### src/tse_pkg.sv
`timescale 1ns / 1ps
// ----------------------------------------------------------------------------
// Table search engine package
// Shared widths, function codes, controller states and the command/status
// structs between the controller and the datapath.
// ----------------------------------------------------------------------------
package tse_pkg;

	localparam int TSE_DEPTH_DEFAULT = 1024;

	localparam int FUNC_W     = 3;
	localparam int VALUE_W    = 32;
	localparam int POS_W      = 10;
	localparam int CNT_W      = 11;
	localparam int OUT_DATA_W = 24;

	typedef enum logic [FUNC_W-1:0] {
		FUNC_CLEAR  = 3'd0,
		FUNC_APPEND = 3'd1,
		FUNC_COUNT  = 3'd2,
		FUNC_LINEAR = 3'd3,
		FUNC_BINARY = 3'd4
	} tse_func_t;

	typedef enum logic [2:0] {
		ST_IDLE,
		ST_COUNT,
		ST_LINEAR,
		ST_BPROBE,
		ST_BCMP,
		ST_FINISH
	} tse_state_t;

	typedef struct packed {
		logic clear;
		logic append;
		logic scan_start;
		logic count_mode;
		logic scan_run;
		logic bin_start;
		logic bin_issue;
		logic bin_cmp;
		logic load_out;
	} tse_cmd_t;

	typedef struct packed {
		logic scan_done;
		logic hit;
		logic bin_empty;
		logic bin_eq;
		logic out_free;
	} tse_sts_t;

endpackage

### src/tse_ctrl.sv
`timescale 1ns / 1ps
// ----------------------------------------------------------------------------
// Table search engine controller
// Decodes each input transaction and sequences scans and binary probes.
// ----------------------------------------------------------------------------
module tse_ctrl (
	input  logic                        clk,
	input  logic                        arst_n,
	input  logic                        in_valid,
	output logic                        in_ready,
	input  logic [tse_pkg::FUNC_W-1:0]  func,
	input  tse_pkg::tse_sts_t           sts,
	output tse_pkg::tse_cmd_t           cmd
);

	import tse_pkg::*;

	tse_state_t state_q;
	tse_state_t state_d;

	always_ff @(posedge clk or negedge arst_n) begin
		if (!arst_n) begin
			state_q <= ST_IDLE;
		end else begin
			state_q <= state_d;
		end
	end

	always_comb begin
		state_d  = state_q;
		cmd      = '0;
		in_ready = 1'b0;
		unique case (state_q)
			ST_IDLE: begin
				in_ready = 1'b1;
				if (in_valid) begin
					unique case (func)
						FUNC_CLEAR:  cmd.clear = 1'b1;
						FUNC_APPEND: cmd.append = 1'b1;
						FUNC_COUNT: begin
							cmd.scan_start = 1'b1;
							cmd.count_mode = 1'b1;
							state_d        = ST_COUNT;
						end
						FUNC_LINEAR: begin
							cmd.scan_start = 1'b1;
							state_d        = ST_LINEAR;
						end
						FUNC_BINARY: begin
							cmd.bin_start = 1'b1;
							state_d       = ST_BPROBE;
						end
						default: ;
					endcase
				end
			end
			ST_COUNT: begin
				cmd.scan_run = 1'b1;
				if (sts.scan_done) begin
					state_d = ST_FINISH;
				end
			end
			ST_LINEAR: begin
				cmd.scan_run = 1'b1;
				if (sts.scan_done || sts.hit) begin
					state_d = ST_FINISH;
				end
			end
			ST_BPROBE: begin
				if (sts.bin_empty) begin
					state_d = ST_FINISH;
				end else begin
					cmd.bin_issue = 1'b1;
					state_d       = ST_BCMP;
				end
			end
			ST_BCMP: begin
				cmd.bin_cmp = 1'b1;
				state_d     = sts.bin_eq ? ST_FINISH : ST_BPROBE;
			end
			ST_FINISH: begin
				if (sts.out_free) begin
					cmd.load_out = 1'b1;
					state_d      = ST_IDLE;
				end
			end
			default: state_d = ST_IDLE;
		endcase
	end

endmodule

### config.mk
export PLATFORM = sky130hd
export DESIGN_NAME = tse_ctrl
export DESIGN_NICKNAME = d
export VERILOG_FILES = /design/src/tse_pkg.sv /design/src/tse_ctrl.sv
export SDC_FILE = /design/constraint.sdc
export NUM_CORES = 1
export LEC_CHECK = 0
export BUFFER_PORTS_ARGS = -buffer_cell sky130_fd_sc_hd__buf_2
export CAP_MARGIN = 40
export CORE_AREA = 10 10 47 49
export DETAILED_ROUTE_END_ITERATION = 10
export DIE_AREA = 0 0 57 59
export PLACE_DENSITY_LB_ADDON = 0.15
export SLEW_MARGIN = 20
export SYNTH_ARGS = -nofsm -noshare
export SYNTH_HDL_FRONTEND = slang
export SYNTH_SLANG_ARGS = --single-unit
export TNS_END_PERCENT = 1
### constraint.sdc
create_clock -name clk -period 1.4 [get_ports clk]
set_input_delay 0.07 -clock clk [delete_from_list [all_inputs] [get_ports clk]]
set_output_delay 0.07 -clock clk [all_outputs]
set_load 0.02 [all_outputs]
Word-level counts from Yosys, hierarchy flattened --
Index checks and enable logic that the tools add are counted.
Word-level totals: flip-flop bits (word level) 3, input bits 11, output and inout bits 10, logic and storage cells 45
Operators by class: eq/ne operators 14, mux-type cells 24, reductions and logical operators 6
Operators by type and width (number):
- one-hot mux 3 bit (6 select lines) | 1
- two-way mux 1 bit | 15
- two-way mux 3 bit | 5
- equality test 3 x 2 -> 1 bit, second input constant | 4
- equality test 3 bit, second input constant | 3
- one-hot mux 3 bit (3 select lines) | 1
- two-way mux 4 bit | 2
- inequality test 2 bit, second input constant | 4
- equality test 3 x 1 -> 1 bit, second input constant | 2
- logical NOT 3 bit | 2
- AND reduction 5 bit | 1
- inequality test 4 x 1 -> 1 bit, second input constant | 1
- OR reduction 2 bit | 2
- logical OR 1 bit | 1

Logic depth before layout (Yosys ltp) --
word-level depth 5, gate-level depth with buffers 5

Worst setup path before layout --
OpenSTA, ideal clock, no wires.
kind register to output, from reg state_q[1], to out cmd[7] in the netlist's numbering, arrival time 2.094 ns, path slack -0.764 ns, stages on the path, launching flop included 5, path through dfrtp_1 buf_4 nor3_1 nand2_1 nor4b_1
RTL lines:
- start: declaration | line tse_ctrl.sv:18 | tse_state_t state_q;
- start signal: assignment | line tse_ctrl.sv:25 | state_q <= state_d;
- end: declaration | line tse_ctrl.sv:13 | output tse_pkg::tse_cmd_t cmd

==> reports/qor.yml <==
setup_path:
  crit_family: "buffers and inverters"
  cp_slowest_cell: "dfrtp_1"
  cpMostUsedCell: "buf_6"
  start_kind: "flop"
  criticalPathCategory: "reg2out"
  endpoint_kind: "output port"
  cp_slowest_stage_delay_ps: 380
  critPathMaxFanout: 7
  cp.arrival_ps: 1470
  crit_buf_inv: 3
  crit_chain: "buf_6, nor3_4, nand2_2, buf_6, nor4_4, buf_4"
  cp_data_required_time_ps: 1330
routing:
  ant_nets: 0
  viasPerCell: 4.71
  via_count: 462
  dr.pass1.iters: 4
  drtIter0Drc: 4
  wl_per_cell_um: 12.8
  route.detailed.drc: 0
  wirelength_um: 1260
final_layout:
  layout_common_cells: "13 x buf_2, 10 x buf_4, 8 x buf_6"
  largest-register: "state_q"
  largest_reg_flops: 3
  multiInputGateArea_um2: 323
  fin_util_pct: 49.4
  fillers: 147
  num_antenna_cells: 0
  largestRegisters: "state_q: 3 flops"
  seq_area_um2: 75.1
  drive_gt1_share_pct: 59.8
  final_common_cell: "buf_2"
  synthToLayoutAreaGrowth_pct: 103
  layout.nets: 94
placement:
  gp_congestion: 0.756
  post-dp-hpwl_um: 988
  place_ws_ps: -1.79
  io_buffers: 20
global_routing:
  grt_overflow: 0
  grtUsageTotal_pct: 7.40
  grt_pass1_vias: 474
  grt_max_degree: 13
  grt_pass1_wl_um: 2040
  antenna_found_initial: 0
clocking:
  cts_tree: "done"
  cts.clk_slew.worst_paths_ps: 40
  clk_latency_ps: 230
  cts-root-buf: "clkbuf_4"
  cts_buffers: 3
  cts.sinks: 3
  cts_max_level: 1
  cts_buffer_depth: 2
timing:
  tightest_slew_ps: 231
  worst_slack_ps: -141
  period_share_pct: 110
  max_freq_mhz: 649
  slew_headroom_pct: 84.5
  rsz0062_at_grt: "true"
  min_period_ps: 1540
  setup_viol: 8
  finalHoldViolations: 0
  maxSlewViolCount: 0
  skew_ps: 0.0876
power:
  seqPwrFrac_pct: 12.6
  p_per_area_nw_per_um2: 2060
  p_total_w: 0.00143
  pwr-share-comb_pct: 76.7
  switching_share_pct: 45.6
  ir_worst_vdd_mv: 1.06
  switching_power_w: 0.000651
  p_leak_nw: 0.317
  clockPowerShare_pct: 10.6
  p_int_w: 0.000775
yosys:
  yosys_register_bits: 3
  netlist_instances: 49
  ys_top_cells_by_area: "dfrtp_1 22%, nor2_1 8.8%, a21oi_1 5.9%"
  yosysTopAreaCell: "dfrtp_1"
  avgSynthCellArea_um2: 6.95
  ys_seq_area_share_pct: 22.1
  yosys_warnings: 0
  synthArstFlopShare_pct: 100
  synth_top_area_share_pct: 22.1
  ys_types: 26
  synth_area_um2: 340
  synth-edff-count: 0
  syn-num-nets: 60
  synthFlopType: "dfrtp_1"
die:
  die_w_um: 57
  ios: 21
  coreArea_um2: 1400
  rows: 14
  die-area_um2: 3360
  start_util_pct: 24.3
  die_h_um: 59
worst_hold_path:
  hold_path_class: "in2async"
run:
  max-cap-violations: 0
run_status:
  status: "finished, violations left"
  violations: "setup timing"
kinds of logic after synthesis:
group | count (synthesis) | synth area share (%)
buffers and inverters | 5 | 8.82
DFF | 3 | 22.1
and+or+nand+nor | 27 | 41.6
AOI/OAI and AO/OA | 14 | 27.6
power groups by stage:
stage / Clock [W] / Sequential (W) / Combinational (W)
4_1_cts: 0.000160 / 0.000178 / 0.00103
3_5_place_dp: 0 / 0.000173 / 0.000855
2_1_floorplan: 0 / 0.000169 / 0.000574
5_1_grt: 0.000162 / 0.000187 / 0.00119
6_report: 0.000152 / 0.000180 / 0.00109
3_3_place_gp: 0 / 0.000172 / 0.000865
synth_stat cells, drive strengths merged (2+ instances only):
| library cell | number |
|---|---|
| nor2 | 8 |
| o21ai | 4 |
| nor3 | 4 |
| nand2 | 5 |
| a21oi | 4 |
| or3b | 2 |
| a211o | 2 |
| buf | 2 |
| dfrtp | 3 |
| inv | 2 |
routing by layer:
metal | vias up | share of wire (%) | GRT usage [%] | wire length [um]
li1 | 242 | - | - | -
met1 | 207 | 44 | 8.46 | 547
met2 | 13 | 51 | 12.1 | 635
met3 | 0 | 5.8 | 2.15 | 73
met4 | 0 | 0 | 4.03 | 0
met5 | - | 0 | 0 | 0
through the flow:
| stage | cells | area (um^2) | TNS (ps) | hold WS, ps |
|---|---|---|---|---|
| finish | 98 | 692 | -566 | 159 |
| global route | 98 | 692 | -1090 | 183 |
| CTS | 96 | 671 | -663 | 152 |
| detailed placement | 90 | 547 | -1.79 | -129 |
| global placement | 90 | 547 | 0 | -130 |
| floorplan | 49 | 389 | -164 | -226 |
final cells by class:
cell class / instances / share of cell area [%]
multi-input combinational: 41 / 46.7
timing repair buffer: 32 / 34.7
sequential: 3 / 10.8
clock buffer: 4 / 3.80
tap: 16 / 2.89
inverter: 2 / 1.08
what timing repair did:
action | 4_1_cts | 5_1_grt
gates resized for setup | 24 | 3
pin swaps | 8 | 2
hold buffers | 1 | 0
buffers inserted | 1 | 2
hold endpoints to repair | 3 | 0
endpoints found under the setup margin | 9 | 10
final timing paths:
| path | start | depth (start not counted) | to | slack [ps] |
|---|---|---|---|---|
| worst max register to register | state_q[0] | 5 | state_q[2] | -10 |
| worst min register to register | state_q[1] | 3 | state_q[2] | 700 |
| worst max-delay path | state_q[0] | 6 | cmd[8] | -140 |
| min in group clk | sts[1] | 4 | state_q[1] | 210 |
| worst min-delay path | arst_n | 2 | state_q[0] | 160 |
| max in group asynchronous | arst_n | 2 | state_q[2] | 1130 |
No activity file was read; power rests on OpenSTA's default activity.
